File: src/hdl/cmmr_pkg.sv
// ----------------------------------------------------------------------------
// cmmr_pkg
// Shared constants, register codes and controller/datapath command and status
// types of the cluster-map mode resampler.
// ----------------------------------------------------------------------------
package cmmr_pkg;

  localparam int NUM_STATES = 14;
  localparam int MAX_SOURCE = 1048576;
  localparam int MAX_TARGET = 8192;

  localparam int STATE_W   = 4;
  localparam int SRC_W     = 21;
  localparam int TGT_W     = 14;
  localparam int CFG_W     = SRC_W;
  localparam int CFG_IDX_W = 1;

  localparam int SIDX_W    = $clog2(MAX_SOURCE);
  localparam int TIDX_W    = $clog2(MAX_TARGET);
  localparam int TALLY_W   = SRC_W;
  localparam int FILL_W    = SRC_W;
  localparam int DIV_W     = SRC_W;
  localparam int DIV_CNT_W = $clog2(DIV_W + 1);
  localparam int MEM_AW    = $clog2(NUM_STATES);
  localparam int SCAN_W    = $clog2(NUM_STATES + 1);

  typedef enum logic [CFG_IDX_W-1:0] {
    REG_SOURCE_COUNT,
    REG_TARGET_COUNT
  } cfg_reg_e;

  typedef struct packed {
    logic in_ready;
    logic accept;
    logic div_start;
    logic div_step;
    logic tally_update;
    logic scan_step;
    logic emit;
  } cmd_t;

  typedef struct packed {
    logic cfg_write;
    logic in_valid;
    logic div_done;
    logic upscale;
    logic last_now;
    logic group_end;
    logic scan_done;
    logic out_free;
  } status_t;

endpackage

File: src/hdl/cmmr_if.sv
// ----------------------------------------------------------------------------
// cmmr_if
// Valid/ready stream channels: source cells in, run-length blocks out.
// ----------------------------------------------------------------------------
interface cmmr_cell_if;
  logic                             valid;
  logic                             ready;
  logic [cmmr_pkg::STATE_W-1:0]     cell_state;

  modport source (output valid, output cell_state, input ready);
  modport sink   (input valid, input cell_state, output ready);
endinterface

interface cmmr_block_if;
  logic                             valid;
  logic                             ready;
  logic [cmmr_pkg::STATE_W-1:0]     block_state;
  logic [cmmr_pkg::TGT_W-1:0]       repeat_count;
  logic                             last_of_map;

  modport source (output valid, output block_state, output repeat_count,
                  output last_of_map, input ready);
  modport sink   (input valid, input block_state, input repeat_count,
                  input last_of_map, output ready);
endinterface

File: src/hdl/cmmr_datapath.sv
// ----------------------------------------------------------------------------
// cmmr_datapath
// Configuration registers, ratio divider, pass counters, state tally memory
// with argmax scan, and the output register.
// ----------------------------------------------------------------------------
module cmmr_datapath (
  input  logic                            clk_i,
  input  logic                            rst_ni,
  input  logic                            cfg_we_i,
  input  logic [cmmr_pkg::CFG_IDX_W-1:0]  cfg_idx_i,
  input  logic [cmmr_pkg::CFG_W-1:0]      cfg_data_i,
  input  cmmr_pkg::cmd_t                  cmd_i,
  output cmmr_pkg::status_t               status_o,
  cmmr_cell_if.sink                       in_if,
  cmmr_block_if.source                    out_if
);

  logic [cmmr_pkg::SRC_W-1:0]      src_cnt_q;
  logic [cmmr_pkg::TGT_W-1:0]      tgt_cnt_q;
  logic [cmmr_pkg::SRC_W-1:0]      src_eff;
  logic [cmmr_pkg::TGT_W-1:0]      tgt_eff;
  logic                            up_now;

  logic                            upscale_q;
  logic [cmmr_pkg::DIV_W:0]        div_rem_q;
  logic [cmmr_pkg::DIV_W-1:0]      div_quo_q;
  logic [cmmr_pkg::DIV_W-1:0]      div_den_q;
  logic [cmmr_pkg::DIV_CNT_W-1:0]  div_cnt_q;
  logic [cmmr_pkg::DIV_W:0]        rem_sh;

  logic [cmmr_pkg::SIDX_W-1:0]     src_idx_q;
  logic [cmmr_pkg::TIDX_W-1:0]     tgt_idx_q;
  logic [cmmr_pkg::FILL_W-1:0]     fill_q;
  logic                            last_q;
  logic                            last_now;
  logic                            group_end;

  logic [cmmr_pkg::MEM_AW-1:0]     cell_clamp;
  logic [cmmr_pkg::MEM_AW-1:0]     cell_q;

  logic [cmmr_pkg::TALLY_W-1:0]    tally_mem [cmmr_pkg::NUM_STATES];
  logic [cmmr_pkg::NUM_STATES-1:0] tally_vld_q;
  logic [cmmr_pkg::TALLY_W-1:0]    rd_data_q;
  logic                            rd_vld_q;
  logic [cmmr_pkg::MEM_AW-1:0]     rd_addr;
  logic [cmmr_pkg::MEM_AW-1:0]     rd_addr_q;
  logic                            rd_en;
  logic [cmmr_pkg::TALLY_W-1:0]    tally_rd;

  logic [cmmr_pkg::SCAN_W-1:0]     scan_idx_q;
  logic                            scan_pend_q;
  logic [cmmr_pkg::TALLY_W-1:0]    best_q;
  logic [cmmr_pkg::MEM_AW-1:0]     code_q;

  logic                            out_vld_q;
  logic [cmmr_pkg::STATE_W-1:0]    out_state_q;
  logic [cmmr_pkg::TGT_W-1:0]      out_rep_q;
  logic                            out_last_q;

  always_comb begin
    if (src_cnt_q == '0) begin
      src_eff = cmmr_pkg::SRC_W'(1);
    end else if (src_cnt_q > cmmr_pkg::SRC_W'(cmmr_pkg::MAX_SOURCE)) begin
      src_eff = cmmr_pkg::SRC_W'(cmmr_pkg::MAX_SOURCE);
    end else begin
      src_eff = src_cnt_q;
    end
    if (tgt_cnt_q == '0) begin
      tgt_eff = cmmr_pkg::TGT_W'(1);
    end else if (tgt_cnt_q > cmmr_pkg::TGT_W'(cmmr_pkg::MAX_TARGET)) begin
      tgt_eff = cmmr_pkg::TGT_W'(cmmr_pkg::MAX_TARGET);
    end else begin
      tgt_eff = tgt_cnt_q;
    end
  end

  assign up_now = (cmmr_pkg::SRC_W'(tgt_eff) >= src_eff);
  assign rem_sh = {div_rem_q[cmmr_pkg::DIV_W-1:0], div_quo_q[cmmr_pkg::DIV_W-1]};

  always_comb begin
    if ({1'b0, in_if.cell_state} >= (cmmr_pkg::STATE_W+1)'(cmmr_pkg::NUM_STATES)) begin
      cell_clamp = cmmr_pkg::MEM_AW'(cmmr_pkg::NUM_STATES - 1);
    end else begin
      cell_clamp = in_if.cell_state[cmmr_pkg::MEM_AW-1:0];
    end
  end

  assign last_now  = ((cmmr_pkg::SRC_W'(src_idx_q) + cmmr_pkg::SRC_W'(1)) >= src_eff);
  assign group_end = ((cmmr_pkg::TGT_W'(tgt_idx_q) + cmmr_pkg::TGT_W'(1)) < tgt_eff) &&
                     (({1'b0, fill_q} + (cmmr_pkg::FILL_W+1)'(1)) >= {1'b0, div_quo_q});

  assign rd_en    = cmd_i.accept ||
                    (cmd_i.scan_step &&
                     (scan_idx_q != cmmr_pkg::SCAN_W'(cmmr_pkg::NUM_STATES)));
  assign rd_addr  = cmd_i.scan_step ? scan_idx_q[cmmr_pkg::MEM_AW-1:0] : cell_clamp;
  assign tally_rd = rd_vld_q ? rd_data_q : '0;

  always_ff @(posedge clk_i) begin
    if (cmd_i.tally_update) begin
      tally_mem[cell_q] <= tally_rd + cmmr_pkg::TALLY_W'(1);
    end
    if (rd_en) begin
      rd_data_q <= tally_mem[rd_addr];
    end
    if (cmd_i.accept) begin
      cell_q <= cell_clamp;
    end
    if (cmd_i.emit) begin
      if (upscale_q) begin
        out_state_q <= cmmr_pkg::STATE_W'(cell_q);
        out_last_q  <= last_now;
        if (last_now) begin
          out_rep_q <= div_quo_q[cmmr_pkg::TGT_W-1:0] + div_rem_q[cmmr_pkg::TGT_W-1:0];
        end else begin
          out_rep_q <= div_quo_q[cmmr_pkg::TGT_W-1:0];
        end
      end else begin
        out_state_q <= cmmr_pkg::STATE_W'(code_q);
        out_rep_q   <= cmmr_pkg::TGT_W'(1);
        out_last_q  <= last_q;
      end
    end
  end

  always_ff @(posedge clk_i or negedge rst_ni) begin
    if (!rst_ni) begin
      src_cnt_q   <= cmmr_pkg::SRC_W'(1);
      tgt_cnt_q   <= cmmr_pkg::TGT_W'(4640);
      upscale_q   <= 1'b0;
      div_rem_q   <= '0;
      div_quo_q   <= '0;
      div_den_q   <= '0;
      div_cnt_q   <= '0;
      src_idx_q   <= '0;
      tgt_idx_q   <= '0;
      fill_q      <= '0;
      last_q      <= 1'b0;
      tally_vld_q <= '0;
      rd_vld_q    <= 1'b0;
      rd_addr_q   <= '0;
      scan_idx_q  <= '0;
      scan_pend_q <= 1'b0;
      best_q      <= '0;
      code_q      <= '0;
      out_vld_q   <= 1'b0;
    end else begin
      if (cmd_i.div_start) begin
        upscale_q <= up_now;
        div_rem_q <= '0;
        div_quo_q <= up_now ? cmmr_pkg::DIV_W'(tgt_eff) : src_eff;
        div_den_q <= up_now ? src_eff : cmmr_pkg::DIV_W'(tgt_eff);
        div_cnt_q <= cmmr_pkg::DIV_CNT_W'(cmmr_pkg::DIV_W);
      end else if (cmd_i.div_step && (div_cnt_q != '0)) begin
        if (rem_sh >= {1'b0, div_den_q}) begin
          div_rem_q <= rem_sh - {1'b0, div_den_q};
          div_quo_q <= {div_quo_q[cmmr_pkg::DIV_W-2:0], 1'b1};
        end else begin
          div_rem_q <= rem_sh;
          div_quo_q <= {div_quo_q[cmmr_pkg::DIV_W-2:0], 1'b0};
        end
        div_cnt_q <= div_cnt_q - cmmr_pkg::DIV_CNT_W'(1);
      end

      if (rd_en) begin
        rd_vld_q  <= tally_vld_q[rd_addr];
        rd_addr_q <= rd_addr;
      end

      if (cmd_i.emit) begin
        out_vld_q <= 1'b1;
      end else if (out_if.ready) begin
        out_vld_q <= 1'b0;
      end

      if (cfg_we_i) begin
        case (cmmr_pkg::cfg_reg_e'(cfg_idx_i))
          cmmr_pkg::REG_SOURCE_COUNT: src_cnt_q <= cfg_data_i;
          cmmr_pkg::REG_TARGET_COUNT: tgt_cnt_q <= cfg_data_i[cmmr_pkg::TGT_W-1:0];
          default: ;
        endcase
        src_idx_q   <= '0;
        tgt_idx_q   <= '0;
        fill_q      <= '0;
        tally_vld_q <= '0;
      end else begin
        if (cmd_i.tally_update) begin
          tally_vld_q[cell_q] <= 1'b1;
          fill_q      <= fill_q + cmmr_pkg::FILL_W'(1);
          last_q      <= last_now;
          if (!last_now) begin
            src_idx_q <= src_idx_q + cmmr_pkg::SIDX_W'(1);
          end
          scan_idx_q  <= '0;
          scan_pend_q <= 1'b0;
          best_q      <= '0;
          code_q      <= '0;
        end

        if (cmd_i.scan_step) begin
          if (scan_idx_q != cmmr_pkg::SCAN_W'(cmmr_pkg::NUM_STATES)) begin
            scan_idx_q <= scan_idx_q + cmmr_pkg::SCAN_W'(1);
          end
          scan_pend_q <= (scan_idx_q != cmmr_pkg::SCAN_W'(cmmr_pkg::NUM_STATES));
          if (scan_pend_q && (tally_rd >= best_q)) begin
            best_q <= tally_rd;
            code_q <= rd_addr_q;
          end
        end

        if (cmd_i.emit) begin
          if (upscale_q) begin
            if (last_now) begin
              src_idx_q <= '0;
              tgt_idx_q <= '0;
              fill_q    <= '0;
            end else begin
              src_idx_q <= src_idx_q + cmmr_pkg::SIDX_W'(1);
            end
          end else begin
            tally_vld_q <= '0;
            fill_q      <= '0;
            if (last_q) begin
              src_idx_q <= '0;
              tgt_idx_q <= '0;
            end else begin
              tgt_idx_q <= tgt_idx_q + cmmr_pkg::TIDX_W'(1);
            end
          end
        end
      end
    end
  end

  assign in_if.ready         = cmd_i.in_ready;
  assign out_if.valid        = out_vld_q;
  assign out_if.block_state  = out_state_q;
  assign out_if.repeat_count = out_rep_q;
  assign out_if.last_of_map  = out_last_q;

  assign status_o.cfg_write = cfg_we_i;
  assign status_o.in_valid  = in_if.valid;
  assign status_o.div_done  = (div_cnt_q == '0);
  assign status_o.upscale   = upscale_q;
  assign status_o.last_now  = last_now;
  assign status_o.group_end = group_end;
  assign status_o.scan_done = (scan_idx_q == cmmr_pkg::SCAN_W'(cmmr_pkg::NUM_STATES)) &&
                              !scan_pend_q;
  assign status_o.out_free  = !out_vld_q || out_if.ready;

  a_cfg_restarts_pass: assert property (@(posedge clk_i) disable iff (!rst_ni)
    cfg_we_i |=> (src_idx_q == '0) && (tgt_idx_q == '0) && (fill_q == '0) &&
                 (tally_vld_q == '0))
    else $error("register write did not restart the pass");

  a_src_idx_bound: assert property (@(posedge clk_i) disable iff (!rst_ni)
    (cmmr_pkg::SRC_W'(src_idx_q) < src_eff))
    else $error("source index ran past the source count");

  a_tgt_idx_bound: assert property (@(posedge clk_i) disable iff (!rst_ni)
    (cmmr_pkg::TGT_W'(tgt_idx_q) < tgt_eff))
    else $error("target index ran past the target count");

endmodule

File: src/hdl/cmmr_ctrl.sv
// ----------------------------------------------------------------------------
// cmmr_ctrl
// Sequencer: ratio division after reset and register writes, cell transfer,
// tally update, argmax scan and result emission.
// ----------------------------------------------------------------------------
module cmmr_ctrl (
  input  logic               clk_i,
  input  logic               rst_ni,
  input  cmmr_pkg::status_t  status_i,
  output cmmr_pkg::cmd_t     cmd_o
);

  typedef enum logic [2:0] {
    S_DIV_INIT,
    S_DIV_RUN,
    S_IDLE,
    S_UPDATE,
    S_SCAN,
    S_EMIT
  } state_e;

  state_e state_q;
  logic   rdy_q;

  always_ff @(posedge clk_i or negedge rst_ni) begin
    if (!rst_ni) begin
      state_q <= S_DIV_INIT;
      rdy_q   <= 1'b0;
    end else if (status_i.cfg_write) begin
      state_q <= S_DIV_INIT;
      rdy_q   <= 1'b0;
    end else begin
      case (state_q)
        S_DIV_INIT: begin
          state_q <= S_DIV_RUN;
        end
        S_DIV_RUN: begin
          if (status_i.div_done) begin
            state_q <= S_IDLE;
            rdy_q   <= 1'b1;
          end
        end
        S_IDLE: begin
          if (rdy_q && status_i.in_valid) begin
            rdy_q   <= 1'b0;
            state_q <= status_i.upscale ? S_EMIT : S_UPDATE;
          end
        end
        S_UPDATE: begin
          if (status_i.last_now || status_i.group_end) begin
            state_q <= S_SCAN;
          end else begin
            state_q <= S_IDLE;
            rdy_q   <= 1'b1;
          end
        end
        S_SCAN: begin
          if (status_i.scan_done) begin
            state_q <= S_EMIT;
          end
        end
        S_EMIT: begin
          if (status_i.out_free) begin
            state_q <= S_IDLE;
            rdy_q   <= 1'b1;
          end
        end
        default: begin
          state_q <= S_DIV_INIT;
          rdy_q   <= 1'b0;
        end
      endcase
    end
  end

  assign cmd_o.in_ready     = rdy_q;
  assign cmd_o.accept       = rdy_q && status_i.in_valid;
  assign cmd_o.div_start    = (state_q == S_DIV_INIT);
  assign cmd_o.div_step     = (state_q == S_DIV_RUN);
  assign cmd_o.tally_update = (state_q == S_UPDATE);
  assign cmd_o.scan_step    = (state_q == S_SCAN);
  assign cmd_o.emit         = (state_q == S_EMIT) && status_i.out_free;

  a_accept_after_div: assert property (@(posedge clk_i) disable iff (!rst_ni)
    cmd_o.accept |-> status_i.div_done)
    else $error("cell transferred before the ratio was ready");

endmodule

File: src/hdl/cluster_map_mode_resampler_unit.sv
// ----------------------------------------------------------------------------
// cluster_map_mode_resampler_unit
// Resamples cell-state codes to display blocks as run-length results.
// ----------------------------------------------------------------------------
// After reset and after every register write a 21-step divider works out the
// resampling ratio before the first cell transfer. Up-scaling gives one
// result per cell. Down-scaling reads the tally memory for each cell and then
// writes it; a cell that closes a group is followed by a sequential argmax over
// the tally memory and then the loading of the output register. A result
// waiting in the output register stalls the block only when the next result
// is due.
module cluster_map_mode_resampler_unit (
  input  logic                            clk_i,
  input  logic                            rst_ni,
  input  logic                            cfg_we_i,
  input  logic [cmmr_pkg::CFG_IDX_W-1:0]  cfg_idx_i,
  input  logic [cmmr_pkg::CFG_W-1:0]      cfg_data_i,
  cmmr_cell_if.sink                       in_if,
  cmmr_block_if.source                    out_if
);

  cmmr_pkg::cmd_t    cmd;
  cmmr_pkg::status_t status;

  cmmr_ctrl u_ctrl (
    .clk_i    (clk_i),
    .rst_ni   (rst_ni),
    .status_i (status),
    .cmd_o    (cmd)
  );

  cmmr_datapath u_datapath (
    .clk_i      (clk_i),
    .rst_ni     (rst_ni),
    .cfg_we_i   (cfg_we_i),
    .cfg_idx_i  (cfg_idx_i),
    .cfg_data_i (cfg_data_i),
    .cmd_i      (cmd),
    .status_o   (status),
    .in_if      (in_if),
    .out_if     (out_if)
  );

endmodule
File: src/flat_wrapper.sv
// flat-port wrapper written by rule: the top's interface ports become plain ports
module cluster_map_mode_resampler_unit_flat 
  (clk_i, rst_ni, cfg_we_i, cfg_idx_i, cfg_data_i, in_if_valid, in_if_cell_state, in_if_ready, out_if_valid, out_if_block_state, out_if_repeat_count, out_if_last_of_map, out_if_ready);
  cmmr_cell_if in_if_i ();
  cmmr_block_if out_if_i ();
  input  logic clk_i;
  input  logic rst_ni;
  input  logic cfg_we_i;
  input  logic [cmmr_pkg::CFG_IDX_W-1:0] cfg_idx_i;
  input  logic [cmmr_pkg::CFG_W-1:0] cfg_data_i;
  input wire logic [$bits(in_if_i.valid)-1:0] in_if_valid;
  input wire logic [$bits(in_if_i.cell_state)-1:0] in_if_cell_state;
  output wire logic [$bits(in_if_i.ready)-1:0] in_if_ready;
  output wire logic [$bits(out_if_i.valid)-1:0] out_if_valid;
  output wire logic [$bits(out_if_i.block_state)-1:0] out_if_block_state;
  output wire logic [$bits(out_if_i.repeat_count)-1:0] out_if_repeat_count;
  output wire logic [$bits(out_if_i.last_of_map)-1:0] out_if_last_of_map;
  input wire logic [$bits(out_if_i.ready)-1:0] out_if_ready;
  assign in_if_i.valid = in_if_valid;
  assign in_if_i.cell_state = in_if_cell_state;
  assign in_if_ready = in_if_i.ready;
  assign out_if_valid = out_if_i.valid;
  assign out_if_block_state = out_if_i.block_state;
  assign out_if_repeat_count = out_if_i.repeat_count;
  assign out_if_last_of_map = out_if_i.last_of_map;
  assign out_if_i.ready = out_if_ready;
  cluster_map_mode_resampler_unit u_core (.clk_i(clk_i), .rst_ni(rst_ni), .cfg_we_i(cfg_we_i), .cfg_idx_i(cfg_idx_i), .cfg_data_i(cfg_data_i), .in_if(in_if_i), .out_if(out_if_i));
endmodule
File: config.mk
export PLATFORM = sky130hd
export DESIGN_NAME = cluster_map_mode_resampler_unit_flat
export DESIGN_NICKNAME = d
export VERILOG_FILES = /design/src/hdl/cmmr_pkg.sv /design/src/hdl/cmmr_if.sv /design/src/hdl/cmmr_datapath.sv /design/src/hdl/cmmr_ctrl.sv /design/src/hdl/cluster_map_mode_resampler_unit.sv /design/src/flat_wrapper.sv
export SDC_FILE = /design/constraint.sdc
export NUM_CORES = 1
export LEC_CHECK = 0
export ABC_AREA = 1
export BUFFER_PORTS_ARGS = -buffer_cell sky130_fd_sc_hd__buf_4
export CORE_ASPECT_RATIO = 0.75
export CORE_MARGIN = 2
export CORE_UTILIZATION = 45
export CTS_CLUSTER_SIZE = 20
export DETAILED_ROUTE_END_ITERATION = 8
export HOLD_SLACK_MARGIN = 0.06
export PLACE_DENSITY_LB_ADDON = 0.05
export SLEW_MARGIN = 20
export SYNTH_ARGS = -nofsm -noshare
export SYNTH_HDL_FRONTEND = slang
export SYNTH_HIERARCHICAL = 1
export SYNTH_SLANG_ARGS = --single-unit
File: constraint.sdc
create_clock -name clk_i -period 7.85 [get_ports clk_i]
set_clock_uncertainty 0.15 [all_clocks]
set_input_delay 0 -clock clk_i [delete_from_list [all_inputs] [get_ports clk_i]]
set_output_delay 0 -clock clk_i [all_outputs]
set_load 0.02 [all_outputs]
==> summary.txt <==
Run status
  • Status: finished clean

Final layout
  • Layout fillers: 6,110
  • Final Util: 51.22%
  • Layout area overhead: 13.11%
  • Area occupied by multi-input gates: 11,800 sq um
  • Cell Count, Final, Fillers Out: 4,292
  • Sequential cell area: 15,480 sq um
  • Most frequent cells in the layout: nand2_1 (615), inv_1 (389), edfxtp_1 (338), nor2_1 (324), nand3_1 (247)
  • Fin nets: 3,539
  • Total inserted antenna cells: 0
  • Layout cell share with drive strength beyond 1: 8.448%
  • Commonest non-fill, non-tap cell in the layout: nand2_1

Die
  • Die H: 225.3 um
  • Die Area: 67,350 sq um
  • Die X-Extent: 299.0 um
  • # IOs: 52
  • Core area: 64,860 sq um
  • Std cell rows: 81
  • Starting Density: 45.28%

Global routing
  • GRT Overall Usage: 26.85%
  • Pin count of the biggest net entering global routing: 97
  • First-pass GRT wire length: 138.2 mm
  • Vias in the first global route: 22,625
  • Initial antenna violation count: 4
  • GRT overflow: 0

Placement
  • PortBufs: 51
  • Post-detail-place hpwl: 59.04 mm
  • GP Congestion: 0.9255
  • Cell count after placement: 4,122

Clocking
  • Post-CTS setup buffer count: 0
  • Clock root cell: clkbuf_16
  • CTS Hold Bufs: 63
  • Clock sink count: 551
  • CTS buffer count: 57
  • Post-cts resize count: 0
  • CTS clk-pin slew, worst paths: 60 ps
  • Clock Latency Late Sink: 640 ps
  • CTS tree: done
  • Max Buffers Root-to-Sink: 3
  • CTS H-tree lvls: 2

Synthesis
  • Mapped Nets: 3,468
  • Synth Warn #: 6
  • Post-synth EDFFs: 338
  • Register bit total from synthesis: 551
  • Most used DFF post-synth: edfxtp_1
  • Yosys top cell area share: 34.56%
  • Part of the Yosys area used for sequential elements: 52.72%
  • Syn Inst Count: 3,302
  • Netlist cell types: 59
  • Ys async rst share: 38.66%
  • Dominant cell type by area after synthesis: edfxtp_1
  • Synthesized area: 29,370 sq um
  • Synthesized area per cell: 8.895 sq um
  • Ranking of synthesized cells by area: edfxtp_1 (35%), dfrtp_1 (18%), nand2_1 (7.9%), ha_1 (5.7%), inv_1 (5.0%)

Drt
  • Pre-antenna DRT Iters: 5
  • Via count: 23,697
  • Drt wl/cell: 21.04 um
  • Routed wire length: 90.31 mm
  • DRT iter0 DRCs: 2,363
  • Post-DRT Antenna Nets: 0
  • # DRC: 0
  • Routed vias/inst: 5.521

STA
  • Min Clock Period, post-route: 5392 ps
  • Max Slew Vio Count: 0
  • Final hold vios: 0
  • Endpoints failing setup: 0
  • Slew margin rel.: 24.32%
  • Period utilization: 68.69%
  • Setup TNS Final: 0 ps
  • Slew of the pin with the lowest slew margin: 1134 ps
  • RSZ-0062 raised after global routing: false
  • Fmax: 185.5 MHz

Job
  • Max Cap Violations: 0

Pwr
  • Pwr dens: 312.7 nW/um^2
  • Worst vdd ir: 0.2431 mV
  • LEAKAGE: 14.53 nW
  • Pwr Total: 10.39 mW

Setup path
  • CP required: 8240 ps
  • Worst R2R Setup Slack: 2460 ps
  • Worst-path maximum fanout: 22
  • Startpoint types: register
  • Critical path endpoint category: register
  • WS Path Type: register to register
  • WP data arrival: 5780 ps

Hold path
  • Worst min-delay path category: primary input to register
sequential cells by signal, indices dropped and copies added, names as in the netlist, 5 cells and up:
signal	count
u_core/u_datapath/best_q	21
u_core/u_datapath/div_cnt_q	5
u_core/u_datapath/div_den_q	21
u_core/u_datapath/div_quo_q	21
u_core/u_datapath/div_rem_q	21
u_core/u_datapath/fill_q	21
u_core/u_datapath/out_if.repeat_count	14
u_core/u_datapath/rd_data_q	21
u_core/u_datapath/src_cnt_q	21
u_core/u_datapath/src_idx_q	20
u_core/u_datapath/tally_mem	294
u_core/u_datapath/tally_vld_q	14
u_core/u_datapath/tgt_cnt_q	14
u_core/u_datapath/tgt_idx_q	13
path summary, 6_finish.rpt:
check | cells after the start | end | startpoint
max | 18 | u_core/u_datapath/tgt_idx_q[3] | u_core/u_datapath/src_cnt_q[17]
min | 4 | u_core/u_datapath/tgt_cnt_q[10] | cfg_data_i[10]
max reg2reg | 18 | u_core/u_datapath/tgt_idx_q[3] | u_core/u_datapath/src_cnt_q[17]
min reg2reg | 2 | u_core/u_datapath/div_den_q[16] | u_core/u_datapath/div_den_q[16]
max in group asynchronous | 4 | u_core/u_datapath/best_q[9] | rst_ni
min in group asynchronous | 4 | u_core/u_datapath/div_rem_q[5] | rst_ni
layer usage:
layer / up-vias / GRT usage, % / routed length (um)
met5: - / 0 / 0
li1: 11280 / - / -
met3: 106 / 5.639 / 7380
met1: 11529 / 43.46 / 46090
met4: 0 / 5.774 / 1770
met2: 782 / 36.08 / 35070
cells by family (layout without fill, tap and decap cells):
logic type / after synthesis / after routing / synth area share (%)
and+or+nand+nor: 1341 / 1341 / 19.64
DFF: 551 / 551 / 52.72
muxes: 5 / 5 / 0.1917
adders and majority gates: 135 / 135 / 5.802
xor gates and xnor gates: 71 / 71 / 2.117
buffers and inverters: 562 / 681 / 7.548
AOI/OAI and AO/OA: 637 / 637 / 11.98
Yosys cell counts, drive strengths merged (16+ instances only):
cell type,n
dfrtp,209
clkbuf,84
nand3,250
nor3,31
nor2,350
a21oi,177
o22ai,16
o21ai,333
ha,133
inv,415
nand2,629
o211ai,74
nand4,59
xor2,57
edfxtp,338
buf,60
critical path, stage by stage (launching register included):
cell and delay, ps:
dfrtp_1 420, nor2_1 110, nand3_1 110, nor2_1 110, nand2_1 80, nand2_1 320
inv_1 250, nor2_1 280, inv_1 140, ha_1 320, nand2_1 100, nor2_1 40
nand2_1 50, o211ai_1 120, a21boi_1 800, nand2_1 540, o22ai_2 720, inv_2 370
o21ai_0 260
layout make-up:
class / instances / share of cell area, %
clock buffers: 89 / 5.137
well taps: 871 / 3.280
flip-flops and latches: 551 / 46.61
multi-input cells: 2189 / 35.52
inverters: 418 / 4.738
repair buffers: 156 / 4.075
clock inverters: 18 / 0.6403
power breakdown:
part	internal [mW]	leakage (nW)	switching [mW]
sequential	3.54	5.92	0.301
clock	1.60	0.942	1.19
combinational	1.13	7.67	2.64
stage by stage:
step	setup slack, ps	hold slack, ps	cell area (sq um)
4_1_cts	2484	62.50	33170
3_3_place_gp	2841	-78.81	30590
3_5_place_dp	2514	-36.49	30610
2_1_floorplan	4513	-445.6	29370
6_report	2458	84.96	33220
5_1_grt	1979	96.00	33220
Note: power is estimated with default switching activity, not from simulation.
